===== src/obb_pkg.sv =====
package obb_pkg;

	localparam int unsigned EPS_LSB     = 16;
	localparam int unsigned ROUND_HALF  = 8192;
	localparam int unsigned MQ_DEPTH    = 2;
	localparam int unsigned MQ_PTR_W    = $clog2(MQ_DEPTH);
	localparam int unsigned MQ_CNT_W    = $clog2(MQ_DEPTH + 1);
	localparam int unsigned BACK_STAGES = 7;
	localparam int unsigned OQ_DEPTH    = 16;
	localparam int unsigned OQ_PTR_W    = $clog2(OQ_DEPTH);
	localparam int unsigned OQ_CNT_W    = $clog2(OQ_DEPTH + 1);

	// one box pair after unpacking: centre difference, axes, clamped half extents
	typedef struct packed {
		logic [2:0][16:0]      d;
		logic [2:0][2:0][15:0] a;
		logic [2:0][2:0][15:0] b;
		logic [2:0][14:0]      ha;
		logic [2:0][14:0]      hb;
	} obb_item_t;

	typedef struct packed {
		logic [OQ_CNT_W-1:0] ocnt;
		logic [OQ_CNT_W-1:0] inflight;
	} obb_stat_t;

	// cyclic successor of an axis index
	function automatic int unsigned nxt(input int unsigned i);
		return (i == 2) ? 0 : i + 1;
	endfunction

endpackage


===== src/obb_mid_q.sv =====
module obb_mid_q (
	input  logic               clk,
	input  logic               arst_n,
	input  logic               wr_en,
	input  obb_pkg::obb_item_t wr_item,
	output logic               full,
	input  logic               rd_en,
	output logic               rd_valid,
	output obb_pkg::obb_item_t rd_item
);

	obb_pkg::obb_item_t                 mem_q [obb_pkg::MQ_DEPTH];
	logic [obb_pkg::MQ_PTR_W-1:0]       wp_q, rp_q;
	logic [obb_pkg::MQ_CNT_W-1:0]       cnt_q;
	logic                               do_wr, do_rd;

	assign full     = (cnt_q == obb_pkg::MQ_CNT_W'(obb_pkg::MQ_DEPTH));
	assign rd_valid = (cnt_q != '0);
	assign do_wr    = wr_en && !full;
	assign do_rd    = rd_en && rd_valid;
	assign rd_item  = mem_q[rp_q];

	always_ff @(posedge clk) begin
		if (do_wr) begin
			mem_q[wp_q] <= wr_item;
		end
	end

	always_ff @(posedge clk or negedge arst_n) begin
		if (!arst_n) begin
			wp_q  <= '0;
			rp_q  <= '0;
			cnt_q <= '0;
		end else begin
			if (do_wr) begin
				wp_q <= (wp_q == obb_pkg::MQ_PTR_W'(obb_pkg::MQ_DEPTH - 1)) ? '0 : wp_q + 1'b1;
			end
			if (do_rd) begin
				rp_q <= (rp_q == obb_pkg::MQ_PTR_W'(obb_pkg::MQ_DEPTH - 1)) ? '0 : rp_q + 1'b1;
			end
			cnt_q <= cnt_q + obb_pkg::MQ_CNT_W'(do_wr) - obb_pkg::MQ_CNT_W'(do_rd);
		end
	end

endmodule


===== config.mk =====
export PLATFORM = sky130hd
export DESIGN_NAME = obb_mid_q
export DESIGN_NICKNAME = d
export VERILOG_FILES = /design/src/obb_pkg.sv /design/src/obb_mid_q.sv
export SDC_FILE = /design/constraint.sdc
export NUM_CORES = 1
export LEC_CHECK = 0
export BUFFER_PORTS_ARGS = -buffer_cell sky130_fd_sc_hd__buf_2
export CAP_MARGIN = 10
export CORE_AREA = 2 2 338 340
export CTS_CLUSTER_DIAMETER = 50
export DETAILED_ROUTE_END_ITERATION = 12
export DIE_AREA = 0 0 340 342
export HOLD_SLACK_MARGIN = 0.1
export PLACE_DENSITY = 0.6
export SYNTH_ARGS = -nofsm -noshare
export SYNTH_HDL_FRONTEND = slang
export SYNTH_SLANG_ARGS = --single-unit

===== constraint.sdc =====
create_clock -name clk -period 57.4 [get_ports clk]
set_input_delay 11.48 -clock clk [delete_from_list [all_inputs] [get_ports clk]]
set_output_delay 11.48 -clock clk [all_outputs]
set_load 0.1 [all_outputs]

# == Word level (Yosys, flattened, before mapping) ==
# Memory sizes are Yosys's and may differ from the RTL's.
# Cells that the tools add are included.
# word_totals
regBits,4
ramBits,858
in_bits,433
output_inout_bits,431
wordCells,17
n_memories,1
# op_classes
addsub,4
n_eq_ne,1
n_mux,4
n_reduce_logical,4
# memory_table
memory,depth,width,rd,rd_clocked_by_memory_dff,wr,line_no,rtl
mem_q,2,429,1,0,1,obb_mid_q.sv:12,obb_pkg::obb_item_t mem_q [obb_pkg::MQ_DEPTH];
# ops
cell,n
2-to-1 mux 1 bit,4
"adder 1 bit, second input constant",2
adder 2 x 1 -> 2 bit,1
"== test 2 bit, second input constant",1
logical AND 1 bit,2
nonzero test 2 bit,1
subtractor 2 x 1 -> 2 bit,1
zero test 1 bit,1

# == Longest topological paths before layout ==
# depth
depth_word,5
depth_mapped,7

# == Worst setup path after synthesis ==
# No wires, ideal clock.
# synth_path
path_kind,input to register
startpoint,in wr_en
endpoint,"mem mem_q[0][0] (netlist name), enable pin"
setup_ps,1230
t_arrival_ps,29321
required_time_ps,56170
path_slack_ps,26849
cell_stages,2
n_path_buf,0
cell_sequence,nand2_1 -> nor2_1
# synth_via
elab_chain_cells,3
# synth_rtl
item,line_no,rtl
start: declaration,obb_mid_q.sv:4,"input logic wr_en,"
logical AND 1 bit,obb_mid_q.sv:19,assign do_wr = wr_en && !full;
2-to-1 mux 1 bit,obb_mid_q.sv:24,if (do_wr) begin
2-to-1 mux 1 bit (not written as such),obb_mid_q.sv:25,mem_q[wp_q] <= wr_item;
end: declaration,obb_mid_q.sv:12,
# Every way passes these cells.

==> results by group <==
Detailed routing
  • DRC Markers: 0
  • Routed length per placed instance: 19.6 um
  • WL final: 76100 um
  • Via count: 16215
  • Drt via density: 4.17
  • Antenna-violating nets left: 0
  • DR pass1 iterations: 5
  • 1st-iter DRT viols: 836

Setup path
  • CP bufs+invs: 5
  • Crit path max-delay family: buffers and inverters
  • Critical path capture point type: primary output
  • R2R setup slack: 52.77 ns
  • Reg2reg path depth: 5
  • WS Path Type: reg -> out
  • R2r startpoint: cnt_q[1]
  • Worst EP required: 45.92 ns
  • Max stage delay on crit path: 1.18 ns
  • Most used cell, CP: buf_4
  • Crit Reg-Reg Endpoint: mem_q[1][60]
  • Crit path launch type: flop
  • Crit-path slowest cell: dfrtp_4
  • Worst path cell trace: buf_4, buf_4, buf_4, buf_4, mux2_4, buf_2
  • Crit-path max FO: 62
  • Critical Path AT: 6.32 ns

Floorplan
  • DIE AREA: 0.116 mm2
  • Cell Rows: 124
  • CORE AREA: 0.113 mm2
  • Die Y: 342 um
  • Initial Util: 0.294
  • Die Width: 340 um
  • I/O pin count: 864

Timing
  • Max Clk Rate: 56.2 MHz
  • TNS Setup: 0 ns
  • Tcrit/Tclk final: 0.310
  • Slew headroom: 0.189
  • Min cycle time layout: 17.80 ns
  • Least-Margin Pin Slew: 1.22 ns
  • Hold Vio Cnt, Final: 0
  • Setup-failing EPs final: 0
  • Hold Slack: 0.535 ns
  • RSZ-0062 raised after global routing: no
  • Final Max Slew Viols: 0
  • Clock Skews: 0.0227 ns

Layout
  • Ratio of cells with drive above 1 in the final layout: 0.618
  • Finished Layout Cells: 3891
  • Post-route cell area: 0.0419 mm2
  • # nets final: 2718
  • Synthesis-to-finish area growth: 26.3%

Synth
  • Syn_nets: 1788
  • Synth cell types: 17
  • Post-Syn Area per Cell: 24.5 um2
  • Yosys warning count: 0
  • Ys flop type: edfxtp_1
  • Cells after Synth: 1353
  • Most frequent cells after synthesis: edfxtp_1, mux2_4, buf_12
  • Top cell type's share of synthesized area: 0.776
  • EDFF count, synth: 858
  • Most common cell in the synthesized netlist: edfxtp_1
  • Largest area contributor in the netlist: edfxtp_1
  • Synthesized flop and latch total: 862
  • Synth async-reset ratio: 0.00464
  • Synth top area cells: edfxtp_1, mux2_4, buf_12
  • Register area share after synthesis: 0.779
  • Mapped cell area: 0.0332 mm2

Clock network
  • Cts bufs inserted: 96
  • Bufs on Longest Clock Path: 3
  • Post-CTS setup buffer count: 0
  • Worst skew pair latency: 0.65 ns
  • Clk slew on worst S/H paths: 0.06 ns
  • CTS tree: done
  • Num Clock Sinks: 862
  • Post-CTS sizing: 0
  • H-tree depth: 3
  • CTS Root Cell: clkbuf_16
  • Cts hold-fix bufs: 0

Run
  • Max_cap viols: 0

Global route
  • First-pass GRT wire length: 109000 um
  • Initial antenna violation count: 26
  • Largest net degree at the start of global routing: 159
  • All-layer global routing usage: 0.124
  • Vias in the first global route: 17305
  • Grt ovf: 0

Placement
  • Placed inst area: 0.0387 mm2
  • DP Wirelength: 53900 um
  • Placed Cells: 3697
  • I/O Buffers: 863
  • GPL Wtd Cong: 0.881

Hold path
  • Hold path depth: 1
  • Hold WC Path Type: reg -> reg
  • Hold path start: cnt_q[1]
  • Hold endpoint: cnt_q[1]

Outcome
  • Status: complete, no violations
==> layout by cell type, fill, tap and decap left out, drive strengths merged <==
master / n
nand2b: 1
edfxtp: 858
clkinv: 41
nand2: 1
diode: 14
dfrtp: 4
or2: 1
clkinvlp: 5
xor2: 1
and3: 1
bufinv: 9
ha: 2
clkbuf: 112
inv: 15
and2: 1
nor2: 1
mux2: 429
buf: 880
xnor2: 3
==> worst max-delay path by stage <==
stage / from / endpoint / slack, ns / cells after the start
2_1_floorplan: wr_en / mem_q[0][0] / 26.85 / 2
3_3_place_gp: rp_q / rd_item[11] / 40.40 / 6
3_5_place_dp: rp_q / rd_item[12] / 40.24 / 6
4_1_cts: rp_q / rd_item[12] / 39.50 / 6
5_1_grt: rp_q / rd_item[12] / 39.25 / 6
6_report: rp_q / rd_item[12] / 39.60 / 6
==> sequential cells by signal (all words and copies together) (netlist names) <==
name and flops:
wp_q 1, mem_q 858, rp_q 1, cnt_q 2
==> layer usage <==
| layer | up-vias | GRT usage | wire length [um] |
|---|---|---|---|
| li1 | 7315 | - | - |
| met1 | 8122 | 0.134 | 27900 |
| met2 | 609 | 0.220 | 39600 |
| met3 | 143 | 0.0453 | 6280 |
| met4 | 26 | 0.0505 | 2070 |
| met5 | - | 0 | 169 |
==> layout make-up <==
| cell class | count | area, um2 |
|---|---|---|
| sequential | 862 | 25900 |
| clock inverter | 68 | 736 |
| fill | 10485 | 71200 |
| timing repair buffer | 880 | 4460 |
| clock buffer | 112 | 2500 |
| inverter | 2 | 7.51 |
| antenna | 14 | 35.0 |
| multi-input combinational | 441 | 6440 |
| tap | 1512 | 1890 |
==> metrics by stage <==
step | utilization | worst slack, ns
2_1_floorplan | - | 26.85
3_5_place_dp | 0.342 | 40.24
6_report | 0.371 | 39.60
5_1_grt | 0.371 | 39.25
3_3_place_gp | 0.342 | 40.40
4_1_cts | 0.371 | 39.50
==> cell families after synthesis <==
logic type    synth area share
simple gates          0.000980
mux                      0.191
flops                    0.779
xor+xnor               0.00106
buf+inv                 0.0275
fa+ha+maj             0.000754
Power is left out: the tool's default activity adds up to more than one toggle a clock period on the data nets, which glitch-free logic cannot reach.
