**src/obb_pkg.sv**
```systemverilog
package obb_pkg;

	localparam int unsigned EPS_LSB     = 16;
	localparam int unsigned ROUND_HALF  = 8192;
	localparam int unsigned MQ_DEPTH    = 2;
	localparam int unsigned MQ_PTR_W    = $clog2(MQ_DEPTH);
	localparam int unsigned MQ_CNT_W    = $clog2(MQ_DEPTH + 1);
	localparam int unsigned BACK_STAGES = 7;
	localparam int unsigned OQ_DEPTH    = 16;
	localparam int unsigned OQ_PTR_W    = $clog2(OQ_DEPTH);
	localparam int unsigned OQ_CNT_W    = $clog2(OQ_DEPTH + 1);

	// one box pair after unpacking: centre difference, axes, clamped half extents
	typedef struct packed {
		logic [2:0][16:0]      d;
		logic [2:0][2:0][15:0] a;
		logic [2:0][2:0][15:0] b;
		logic [2:0][14:0]      ha;
		logic [2:0][14:0]      hb;
	} obb_item_t;

	typedef struct packed {
		logic [OQ_CNT_W-1:0] ocnt;
		logic [OQ_CNT_W-1:0] inflight;
	} obb_stat_t;

	// cyclic successor of an axis index
	function automatic int unsigned nxt(input int unsigned i);
		return (i == 2) ? 0 : i + 1;
	endfunction

endpackage

```
**src/obb_front.sv**
```systemverilog
module obb_front (
	input  logic [47:0]        box_a_center,
	input  logic [47:0]        box_a_axis_u,
	input  logic [47:0]        box_a_axis_v,
	input  logic [47:0]        box_a_axis_w,
	input  logic [47:0]        box_a_half_size,
	input  logic [47:0]        box_b_center,
	input  logic [47:0]        box_b_axis_u,
	input  logic [47:0]        box_b_axis_v,
	input  logic [47:0]        box_b_axis_w,
	input  logic [47:0]        box_b_half_size,
	output obb_pkg::obb_item_t item
);

	always_comb begin
		logic [15:0] ca, cb, hsa, hsb;
		for (int k = 0; k < 3; k++) begin
			ca  = box_a_center[16*k +: 16];
			cb  = box_b_center[16*k +: 16];
			hsa = box_a_half_size[16*k +: 16];
			hsb = box_b_half_size[16*k +: 16];
			item.d[k] = 17'($signed(cb)) - 17'($signed(ca));
			item.a[0][k] = box_a_axis_u[16*k +: 16];
			item.a[1][k] = box_a_axis_v[16*k +: 16];
			item.a[2][k] = box_a_axis_w[16*k +: 16];
			item.b[0][k] = box_b_axis_u[16*k +: 16];
			item.b[1][k] = box_b_axis_v[16*k +: 16];
			item.b[2][k] = box_b_axis_w[16*k +: 16];
			// negative half extent counts as zero
			item.ha[k] = hsa[15] ? 15'd0 : hsa[14:0];
			item.hb[k] = hsb[15] ? 15'd0 : hsb[14:0];
		end
	end

endmodule

```
**config.mk**
```make
export PLATFORM = sky130hd
export DESIGN_NAME = obb_front
export DESIGN_NICKNAME = d
export VERILOG_FILES = /design/src/obb_pkg.sv /design/src/obb_front.sv
export SDC_FILE = /design/constraint.sdc
export NUM_CORES = 1
export LEC_CHECK = 0
export ABC_AREA = 1
export ABC_CLOCK_PERIOD_IN_PS = 1910
export BUFFER_PORTS_ARGS = -buffer_cell sky130_fd_sc_hd__buf_2
export CAP_MARGIN = 0
export CORE_AREA = 2 2 351 353
export DETAILED_ROUTE_END_ITERATION = 12
export DIE_AREA = 0 0 353 355
export PLACE_DENSITY_LB_ADDON = 0.25
export SYNTH_ARGS = -nofsm -noshare
export SYNTH_HDL_FRONTEND = slang
export SYNTH_SLANG_ARGS = --single-unit
```
**constraint.sdc**
```tcl
create_clock -name vclk -period 1.91
set_input_delay 0.191 -clock vclk [all_inputs]
set_output_delay 0.191 -clock vclk [all_outputs]
set_load 0.01 [all_outputs]
```
# Word level (Yosys, flattened, before mapping)
# Index checks and enable logic that the tools add are counted.
# word_totals
reg_bits,0
out_inout_bits,429
# op_classes
muxes,6
n_addsub,3
# op_table
op,n
$mux W15,6
$sub A16 B16 Y17,3

# Depth between registers and ports, before layout
# Gate-level depths: netlist of run 1.
# depth
ltp_word,1
depth_mapped,12

# Least setup slack after synthesis of run 1
# Ideal clock, no wire load.
# synth_path
path_type,in2out
startpoint,input port box_b_center[16]
endpoint,output port item[409] in the netlist's numbering
arrival_ps,1394
cell_stages,12
setup_slack_ps,325
path_cell_list,inv_1 -> ha_1 -> fa_1 -> inv_1 -> nand2_1 -> nand2_1 -> nand3_1 -> nand2_1 -> nand2_1 -> nand2_1 -> nand2_1 -> nand2_1
# synth_rtl
element,line,rtl
"start, declared",obb_front.sv:7,"input logic [47:0] box_b_center,"
"end, declared",obb_front.sv:12,output obb_pkg::obb_item_t item

==> results.md, run 1 <==
Global route:
- The number of antenna violations at the first check in global routing came to 23.
- The met1 track demand over resource is 0.0652.
- The maximum number of pins on one net before global-route repair is 16.
- The total overflow reported by the global router is 0.
- The met3 capacity usage during global routing is 0.0597.
- The total track usage is 0.0679.
- The number of global-route vias before repair is 6,254.
- The met2 track demand over resource is 0.0993.
- The most used routing layer in global routing is met2.
- The global-route wire length before repair is ~57 mm.

Yosys:
- The most area-hungry cell type in the Yosys netlist is buf_4.
- The mean instance size in the synthesized netlist is between 5 and 6 um^2.
- The netlist uses 14 different library cells.
- The share of synthesized area in the top cell type comes to 0.361.
- Counting instances in the post-synthesis netlist gives the leading cell types as buf_4, inv_1, nand2_1.
- The warning count from the yosys run is 0.
- The mapped netlist covers around 6000 um^2.
- In the post-synthesis netlist, the biggest area contributors are buf_4, inv_1, nand2_1.
- The post-synth net total is approximately 1,700.
- The cell count after synthesis came out at 1,124.
- The most numerous cell in the Yosys netlist is buf_4.
- The sequential element share of the synthesized area is 0.

Drt:
- The average via count per standard cell is 2.24.
- Summed over all layers, the routed wires come to 46.0 mm.
- Detailed routing inserted a total of 6,380 vias.
- In this run, the number of DRC markers left after iteration 0 of detailed routing was about 270.
- Before antenna repair, the detailed router went through 5 iterations.
- After detailed routing, the number of remaining DRC violations is 0.
- Dividing the detail-routed wire length by the instance count gives between 15 and 20 um.
- The count of nets left with antenna violations after detail routing is 0.

Floorplanning:
- The initial utilization of the core area, before any placement, comes to 0.0493.
- From bottom edge to top edge, the die measures 355 um.
- The area inside the core boundary is about 120,000 um^2.
- The site row count is about 130.
- 909 I/O pins were placed.
- The floorplan step set the die width to 353 um.
- The floorplan step defined a die boundary enclosing 125,000 um^2.

Job:
- Across the run, the number of max-cap violations was 0.

Power:
- VDD sags by at most 0.0644 mV.
- The switching power summed over all nets is 0.00136 W.
- The leakage power figure is 4.81 nW.
- The clock network fraction of total power is 0.
- The share of total power dissipated in sequential elements is 0.
- The internal power contribution is between 0.0009 and 0.001 W.
- Of the total power, combinational logic draws 1.000.
- The switching power as a share of total power is 0.579.
- For this design the ratio of total power to cell area is between 200 and 300 nW/um^2.

Timing:
- The minimum period implied by the final worst setup slack is approximately 1.8 ns.
- The final setup violation count is 0.
- The count of endpoints failing hold in the final timing report is 0.
- For this run, the top clock speed supported by timing is 0.551 GHz.
- The final-report max-slew violation count is 0.
- The actual slew at the worst max-slew pin is 0.435 ns.
- The tightest slew margin relative to the limit is 0.709.
- Setup repair after global routing could not meet its margin everywhere.
- In the finished design, the share of the clock period the worst path needs comes to 0.951.

Setup path:
- The required time of the critical path is approximately 1.7 ns.
- The slowest stage of the critical path is the ha_1 cell.
- The startpoint kind of the worst setup timing path is an input port.
- The capturing element type of the critical path is an output port.
- The most repeated library cell on the critical path is buf_2.
- In this design, the stage delay of the slowest critical-path cell is approximately 0.39 ns.
- Grouping stages by cell kind, the critical path spends the most delay in simple AND/OR/NAND/NOR gates.
- STA puts the critical path data arrival time at 1.63 ns.
- The critical path goes through buf_2 > inv_1 > ha_1 > or2_1 > nand3_2 > nand2_2 > buf_4 > xor2_1 > buf_2.
- The critical path startpoint is box_a_center[19].
- The critical path crosses 9 cells after its start point.
- The buffers plus inverters on the worst setup path is 4.
- The worst setup path category is input port to output port.
- Along the worst path, the maximum fanout reaches 3.

Outcome:
- The flow ran to the end, and the final reports show no timing, DRC or antenna violations.

Place:
- The area of placed instances is 7950 um^2.
- The count of buffers added on input and output ports is 333.
- The detailed-placement wirelength estimate is 43.3 mm.
- The congestion estimate from routability-driven global placement came to 0.728.

Cells and area:
- Summing all multi-input logic gate instances after layout gives 3040 um^2.
- After the last flow step, the layout net total stands at 1,752.
- Summing all flip-flop and latch instances after layout gives 0 um^2.
- After filler insertion, the fill cell instance count of the layout stands at 14,645.
- The share of post-route cells with drive strength above 1 is 0.385.
- The post-synthesis to final-layout area growth is 39.8%.
- For this run, the share of the core covered by cells in the final layout is 0.0689.
- The post-layout instance area is 8360 um^2.
- The design has 0 sequential cells.
- The count of clock buffers in the final design is 0.

Min path:
- The worst hold path passes through 0 cells.
- The worst hold endpoint is item[111].
- In this run the most critical hold path is launched from box_b_axis_u[21].
- The worst hold path belongs to the class input port to output port.
[through the flow]
step           setup WS [ns]  hold WS, ns  TNS (ns)  std cells  total power (W)
2_1_floorplan          0.325        0.430         0       1124          0.00165
4_1_cts              -0.0100        0.382   -0.0100       2842          0.00238
3_5_place_dp          -0.287        0.382     -2.76       2842          0.00229
5_1_grt              -0.0300        0.382   -0.0809       2844          0.00265
6_report              0.0939        0.382         0       2847          0.00236
3_3_place_gp          -0.307        0.382     -3.01       2842          0.00230
[layout by cell type, fill, tap and decap left out, types with 6 or more instances in the layout]
cell type / instances
inv_1: 279
ha_2: 15
nand2_1: 253
nand3_1: 30
a21oi_1: 20
nand2_2: 27
xor2_1: 13
nor2_1: 112
nor3_1: 8
ha_1: 26
ha_4: 7
a21oi_2: 10
buf_6: 11
buf_2: 316
xnor2_1: 6
buf_4: 58
[repair_timing]
item / 4_1_cts / 5_1_grt
setup buffers: 0 / 3
resized for setup: 49 / 65
pin swaps: 9 / 13
endpoints found under the setup margin: 22 / 27
hold buffers: 0 / 0
[metal layers]
metal  wire, um  up-vias
met5        287        -
met4       2830       32
met3       9130      228
met2      18800      406
met1      14900     2595
li1           -     3119
[power by group through the flow]
| stage | clock network [W] | registers [W] | logic (W) |
|---|---|---|---|
| after CTS | 0 | 0 | 0.00238 |
| after floorplan | 0 | 0 | 0.00165 |
| after global routing | 0 | 0 | 0.00265 |
| after global placement | 0 | 0 | 0.00230 |
| final | 0.000000000216 | 0 | 0.00236 |
| after detailed placement | 0 | 0 | 0.00229 |
[cells by family (layout without fill, tap and decap cells)]
kind of cell / after synthesis / count (layout) / synth area share
xor gates and xnor gates: 21 / 21 / 0.0307
buffers and inverters: 578 / 673 / 0.543
and+or+nand+nor: 444 / 444 / 0.290
other: 0 / 3 / 0
adders and majority gates: 51 / 51 / 0.110
AOI/OAI and AO/OA: 30 / 30 / 0.0251
[layout make-up]
class	count	area share
Timing Repair Buffer	389	0.265
Inverter	284	0.128
Antenna cell	3	0.000898
Multi-Input combinational cell	546	0.363
Tap cell	1625	0.243
[worst max-delay path by stage]
stage | endpoint | slack, ns
finish | item[403] | 0.09
floorplan | item[409] | 0.32
detailed placement | item[392] | -0.29
CTS | item[392] | -0.01
global route | item[410] | -0.03
global placement | item[392] | -0.31
Note: power is estimated with default switching activity, not from simulation.
==> inputs of run 2 (changes only) <==
==> constraint.sdc (replaced) <==
create_clock -name vclk -period 1.91
set_input_delay 0.191 -clock vclk [all_inputs]
set_output_delay 0.191 -clock vclk [all_outputs]
set_load 0.05 [all_outputs]
==> run 2 against run 1 <==
  * Core utilization rose by 0.74 points
  * Die area did not move
  * Via count rose by 4.1%
  * Critical path type unchanged
  * Largest cell class unchanged
==> results.md, run 2 (synthesized netlist as in run 1, its figures left out) <==
Place:
- Prior to clock tree synthesis, the placed netlist has a worst setup slack of -0.295 ns.
- The detailed-placement wirelength estimate is 54.1 mm.
- At the end of routability-driven placement, the weighted congestion stood at 0.758.
- During placement, the flow inserted port buffers numbering around 330.

Setup path:
- The capture point of the worst path is item[403].
- The required time of the critical path is 1.72 ns.
- The critical path startpoint is box_b_center[16].
- The worst-path cell with the longest stage delay is fa_2.
- For this run, the slowest stage of the critical path takes 0.34 ns.
- By startpoint and endpoint, the worst setup path is classified as input port to output port.
- Among cell families on the critical path, the largest total delay comes from buffers and inverters.
- In this run the number of cells on the critical path is 13.
- The critical path goes through buf_8 > inv_4 > ha_4 > fa_2 > inv_2 > nand2_2 > nand2_2 > buf_12 > nand3_4 > nand2_4 > buf_6 > xor2_4 > buf_12.
- The largest fanout on the critical path is 3.
- The worst setup path is captured at an output port.
- STA classifies the critical path startpoint as an input port.
- The critical path contains buffers and inverters numbering 6 combined.
- At the worst endpoint, the arrival time is 1.69 ns.

Cells and area:
- The fraction of the core area covered by cells at the end of the flow is 0.0763.
- The number of nets in the finished design is 1,771.
- The area of the multi-input gates is between 3000 and 4000 um^2.
- The sequential cell area in the final layout is 0 um^2.
- The count of clock buffers in the final design is 0.
- Sequential cells placed in the final layout were counted as 0.
- In the layout the commonest cells are buf_2, inv_1, nand2_1, nor2_1, buf_4.
- The share of post-route cells with drive strength above 1 is 0.439.
- The post-synthesis to final-layout area growth is 54.8%.
- Leaving out fill and tap cells, the most frequent cell in the layout is buf_2.
- Counting the fill cells in the layout gives 14,579.

Clock network:
- For this design, the CTS-stage hold fixing added 0 buffers.

Timing:
- The final-report max-slew violation count is 0.
- Setup repair after global routing could not meet its margin everywhere.
- The count of endpoints failing hold in the final timing report is 0.
- The worst path in the final design needs a cycle of roughly 1.9 ns, including I/O delays and setup.
- Of the available clock period, the critical path in the final layout requires 0.986.
- After layout, the worst setup slack is 0.0265 ns.
- In this run the tightest slew margin relative to its limit is 0.697.
- The upper clock frequency limit is between 0.5 and 0.6 GHz.
- For the pin with the worst max-slew slack, the measured transition is about 0.45 ns.
- Setup violations remaining at the end of the flow were counted as 0.

Floorplanning:
- In this run the count of I/O pins placed on the die edge is 909.
- The initial utilization of the core area, before any placement, comes to 0.0493.
- The total area inside the core boundary comes to roughly 120,000 um^2.
- After floorplanning, the core was divided into between 100 and 150 placement rows.
- The chip height is 355 um.
- The die boundary width is 353 um.
- The floorplan step defined a die boundary enclosing 125,000 um^2.

Global route:
- The number of global-route vias before repair is 6,549.
- The number of antenna violations at the first check in global routing came to 32.
- For this run, the total global-route usage over all layers was measured as 0.0849.
- The maximum number of pins on one net before global-route repair is 16.
- The global-route wire length before repair is slightly below 70 mm.
- The total overflow reported by the global router is 0.

Job:
- The number of max-cap violations is 0.

Power:
- Dividing total power by cell area gives a power density of 423 nW/um^2.
- The switching power as a share of total power is 0.631.
- The overall power after layout is 0.00392 W.
- Of the total power, combinational logic draws 1.000.
- The internal power contribution is 0.00145 W.
- The sequential share of power is 0.
- The switching power summed over all nets is 0.00247 W.
- VDD sags by at most about 0.18 mV.
- The clock network fraction of total power is 0.
- The leakage power figure is 5.14 nW.

Drt:
- The average via count per standard cell is 2.32.
- The routed length on met1 is 14.7 mm.
- The sum of routed wire length over all layers is 56.9 mm.
- Summed over all nets, wire length on met3 after detailed routing comes to ~16 mm.
- The per-cell routed wire length is 19.9 um.
- The uppermost metal layer occupied by signal nets is met5.
- The final routed DRC violation total is 0.
- The detailed-routing iteration count for the pre-antenna-repair pass is 4.
- The wire length on met2 is roughly 24 mm.
- The via count is 6,644.
- Once detail routing completed, the nets flagged for antenna violations numbered 0.
- In this run, the number of DRC markers left after iteration 0 of detailed routing was 193.

Min path:
- The path category of the worst min-delay check is input port to output port.

Outcome:
- The run finished with clean final reports.
## run 2: changes by cell type in the layout (fill, tap and decap cells not counted), moves of 7 or more
cell	change
nand2_4	+10
buf_6	+7
buf_4	+11
nand2_1	-30
nand2_2	+20
buf_12	+23
buf_2	-26
## run 2: what timing repair did
item / 4_1_cts / 5_1_grt
setup endpoints to repair: 28 / 37
hold endpoints to repair: 0 / 0
setup buffers: 0 / 2
gates resized for setup: 81 / 114
pin swaps: 14 / 20
## run 2: routing by layer
layer	GRT usage	vias up
li1	-	3158
met1	0.0639	2715
met2	0.127	489
met3	0.108	232
met4	0.0284	50
met5	0.0155	-
## run 2: per-stage QoR
step / setup TNS [ns] / hold WS, ns / cell area (um^2) / instances
2_1_floorplan: 0 / 0.549 / 6050 / 1124
3_3_place_gp: -4.00 / 0.382 / 8500 / 2861
3_5_place_dp: -4.15 / 0.382 / 8500 / 2861
4_1_cts: -0.390 / 0.382 / 8820 / 2861
5_1_grt: -0.345 / 0.382 / 9260 / 2863
6_report: 0 / 0.382 / 9260 / 2864
## run 2: how the worst min path moves through the flow
| stage | start | end | cells past startpoint |
|---|---|---|---|
| after floorplan | box_b_axis_u[10] | item[100] | 1 |
| final | box_b_axis_u[21] | item[111] | 0 |
| after CTS | box_b_axis_u[18] | item[108] | 0 |
| after global routing | box_b_axis_v[29] | item[167] | 0 |
| after global placement | box_b_axis_u[18] | item[108] | 0 |
| after detailed placement | box_b_axis_u[18] | item[108] | 0 |
## run 2: cell type report
class,count,share of cell area
multi-input combinational,546,0.366
timing repair buffer,408,0.298
tap,1625,0.220
inverter,284,0.116
antenna,1,0.000270
## run 2: power by group through the flow
stage                     combinational, W        clock (W)  sequential (W)
after global routing               0.00422                0               0
after global placement             0.00369                0               0
after detailed placement           0.00368                0               0
after CTS                          0.00386                0               0
after floorplan                    0.00363                0               0
final                              0.00392  0.0000000000703               0
==> inputs of run 3 (changes only) <==
Settings changed: BUFFER_PORTS_ARGS -buffer_cell sky130_fd_sc_hd__buf_2 to unset, CORE_AREA 2 2 351 353 to 2 2 356 358, DIE_AREA 0 0 353 355 to 0 0 358 360, DONT_BUFFER_PORTS set to 1.
==> run 3 against run 2 <==
  * Flip-flop and latch count unchanged
  * Design area decreased by 12%
  * Core utilization decreased by 1.1 points
  * Fmax increased by 0.52%
  * Die area increased by 2.8%
  * Global-route usage decreased by 0.96 points
  * Combinational power decreased by 8.4%
  * Critical path type unchanged
==> results.md, run 3 (synthesized netlist as in run 1, its figures left out) <==
Outcome:
- The run finished with clean final reports.

Timing:
- The final setup violation count is 0.
- The ratio of final minimum period to clock period is 0.981.
- The final-report max-slew violation count is 0.
- The smallest hold slack is 0.382 ns.
- The count of endpoints failing hold in the final timing report was 0.
- The minimum period implied by the final worst setup slack is 1.87 ns.
- For the pin with the worst max-slew slack, the measured transition is roughly 0.47 ns.
- The worst pin sits at a relative slew slack of 0.688.
- Based on the critical path, the design can be clocked at up to 0.534 GHz.
- Setup repair after global routing could not meet its margin everywhere.
- The post-route setup TNS is 0 ns.

Drt:
- The sum of routed wire length over all layers is 52.1 mm.
- The final routed DRC violation total is 0.
- In the final routed layout, each cell accounts on average for 19.5 um.
- The count of nets left with antenna violations after detail routing is 0.
- The average via count per standard cell is 2.19.
- The detailed-routing iteration count for the pre-antenna-repair pass is 4.
- The first routing iteration left 186 violations.
- The via count is a little under 6,000.

Place:
- The detailed-placement wirelength estimate is 48.9 mm.
- Input and output buffers added on the ports amount to 0.
- The final estimated routing congestion in global placement is ~0.76.

Power:
- In this run the power spent charging and discharging nets is between 0.002 and 0.0025 W.
- The design draws between 0.003 and 0.004 W.
- Of the total power, registers draw 0.
- The cell area power density is ~440 nW/um^2.
- Of the total power, the clock network draws 0.
- The switching power as a share of total power is 0.638.
- VDD sags by at most 0.153 mV.
- The internal power of the cells totals around 0.0013 W.
- In this run the static leakage power is 4.25 nW.
- The combinational fraction of design power is 1.000.

Global route:
- Global routing finished with a remaining overflow of 0.
- In the global route stage, overall resource usage came out at 0.0753.
- The maximum number of pins on one net before global-route repair is 16.
- The number of global-route vias before repair is 5,824.
- The number of antenna violations at the first check in global routing was 21.
- The global-route wire length before repair is 62.9 mm.

Setup path:
- Broken down by cell family, the worst path's largest delay share belongs to adder cells.
- Of all nets on the critical path, the largest fanout is 3.
- The worst setup path is captured at an output port.
- The worst setup path category is input port to output port.
- STA puts the critical path data arrival time at 1.68 ns.
- The required time of the critical path is 1.72 ns.
- In this run the number of cells on the critical path is 12.
- Traced cell by cell, the critical path runs through inv_8 > ha_4 > fa_2 > inv_2 > nand2_2 > nand2_4 > nand3_2 > nand2_2 > buf_12 > buf_8 > xor2_4 > buf_12.
- The number of buffers and inverters on the critical path is 5.
- The worst-path cell with the longest stage delay is fa_2.
- STA classifies the critical path startpoint as an input port.
- The capture point of the worst path is item[384].
- The longest individual stage delay on the worst path is 0.39 ns.
- In this run the worst setup path begins at box_b_center[0].

Cells and area:
- Across the whole layout, storage elements account for 0 um^2.
- The most common cell after layout, fill and taps aside is inv_1.
- In the final layout, the share of cells above drive strength 1 is 0.271.
- In the finished design the tool counted flip-flops and latches totalling 0.
- The filler cell count in the final layout is 14,924.
- The count of clock buffers in the final design is 0.
- The number of nets in the finished design is 1,552.
- The repair_antennas step left the layout with diodes totalling 0.
- The post-synthesis to final-layout area growth is 36.8%.
- In the layout the commonest cells are inv_1, nand2_1, buf_4, nor2_1, buf_12.

Floorplanning:
- The area inside the core boundary is 125,000 um^2.
- 909 I/O pins were placed.
- The floorplan step defined a die boundary enclosing 129,000 um^2.
- The starting density of the core is 0.0479.
- From left edge to right edge, the die measures 358 um.
- The site row count is 130.
- The chip height is ~360 um.

Clock network:
- The number of hold buffers added after CTS is 0.

Job:
- The number of max-cap violations is 0.

Min path:
- The min-delay analysis places its worst path in the category input port to output port.
- The worst hold path was traced through 0 stages.
==> run 3: repair_timing <==
action | CTS | global route
setup endpoints to repair | 20 | 28
buffers inserted | 0 | 3
resized for setup | 46 | 59
pin swaps | 11 | 17
==> run 3: final cells by class <==
cell class | count | area, um^2 | area share
multi-input cells | 546 | 3200 | 0.391
well taps | 1650 | 2060 | 0.252
inverters | 284 | 1080 | 0.131
repair buffers | 189 | 1840 | 0.225
==> run 3: routing by layer <==
| layer | up-vias | track usage | part of all wire |
|---|---|---|---|
| li1 | 2710 | - | - |
| met2 | 470 | 0.113 | 0.42 |
| met3 | 218 | 0.0867 | 0.25 |
| met1 | 2406 | 0.0590 | 0.27 |
| met5 | - | 0.00717 | 0.0066 |
| met4 | 40 | 0.0335 | 0.054 |
==> run 3: power by group through the flow <==
stage	Combinational, W	Clock [W]	Sequential (W)
4_1_cts	0.00359	0	0
3_3_place_gp	0.00350	0	0
6_report	0.00359	0	0
2_1_floorplan	0.00363	0	0
3_5_place_dp	0.00349	0	0
5_1_grt	0.00384	0	0
==> run 3: how the worst min path moves through the flow <==
stage | start | to | slack [ns]
after floorplan | box_b_axis_u[10] | item[100] | 0.55
after global placement | box_b_axis_u[13] | item[103] | 0.38
after detailed placement | box_b_axis_u[13] | item[103] | 0.38
after CTS | box_b_axis_u[13] | item[103] | 0.38
after global routing | box_b_axis_u[42] | item[132] | 0.38
final | box_b_axis_u[26] | item[116] | 0.38
==> run 3: per-stage QoR <==
step                  util  cells  setup WS [ns]  area (um^2)
global route        0.0655   2669        -0.0364         8180
floorplan                -   1124         0.0147         6050
global placement    0.0619   2666         -0.273         7730
CTS                 0.0634   2666        0.00711         7930
finish              0.0655   2669         0.0363         8180
detailed placement  0.0619   2666         -0.238         7730
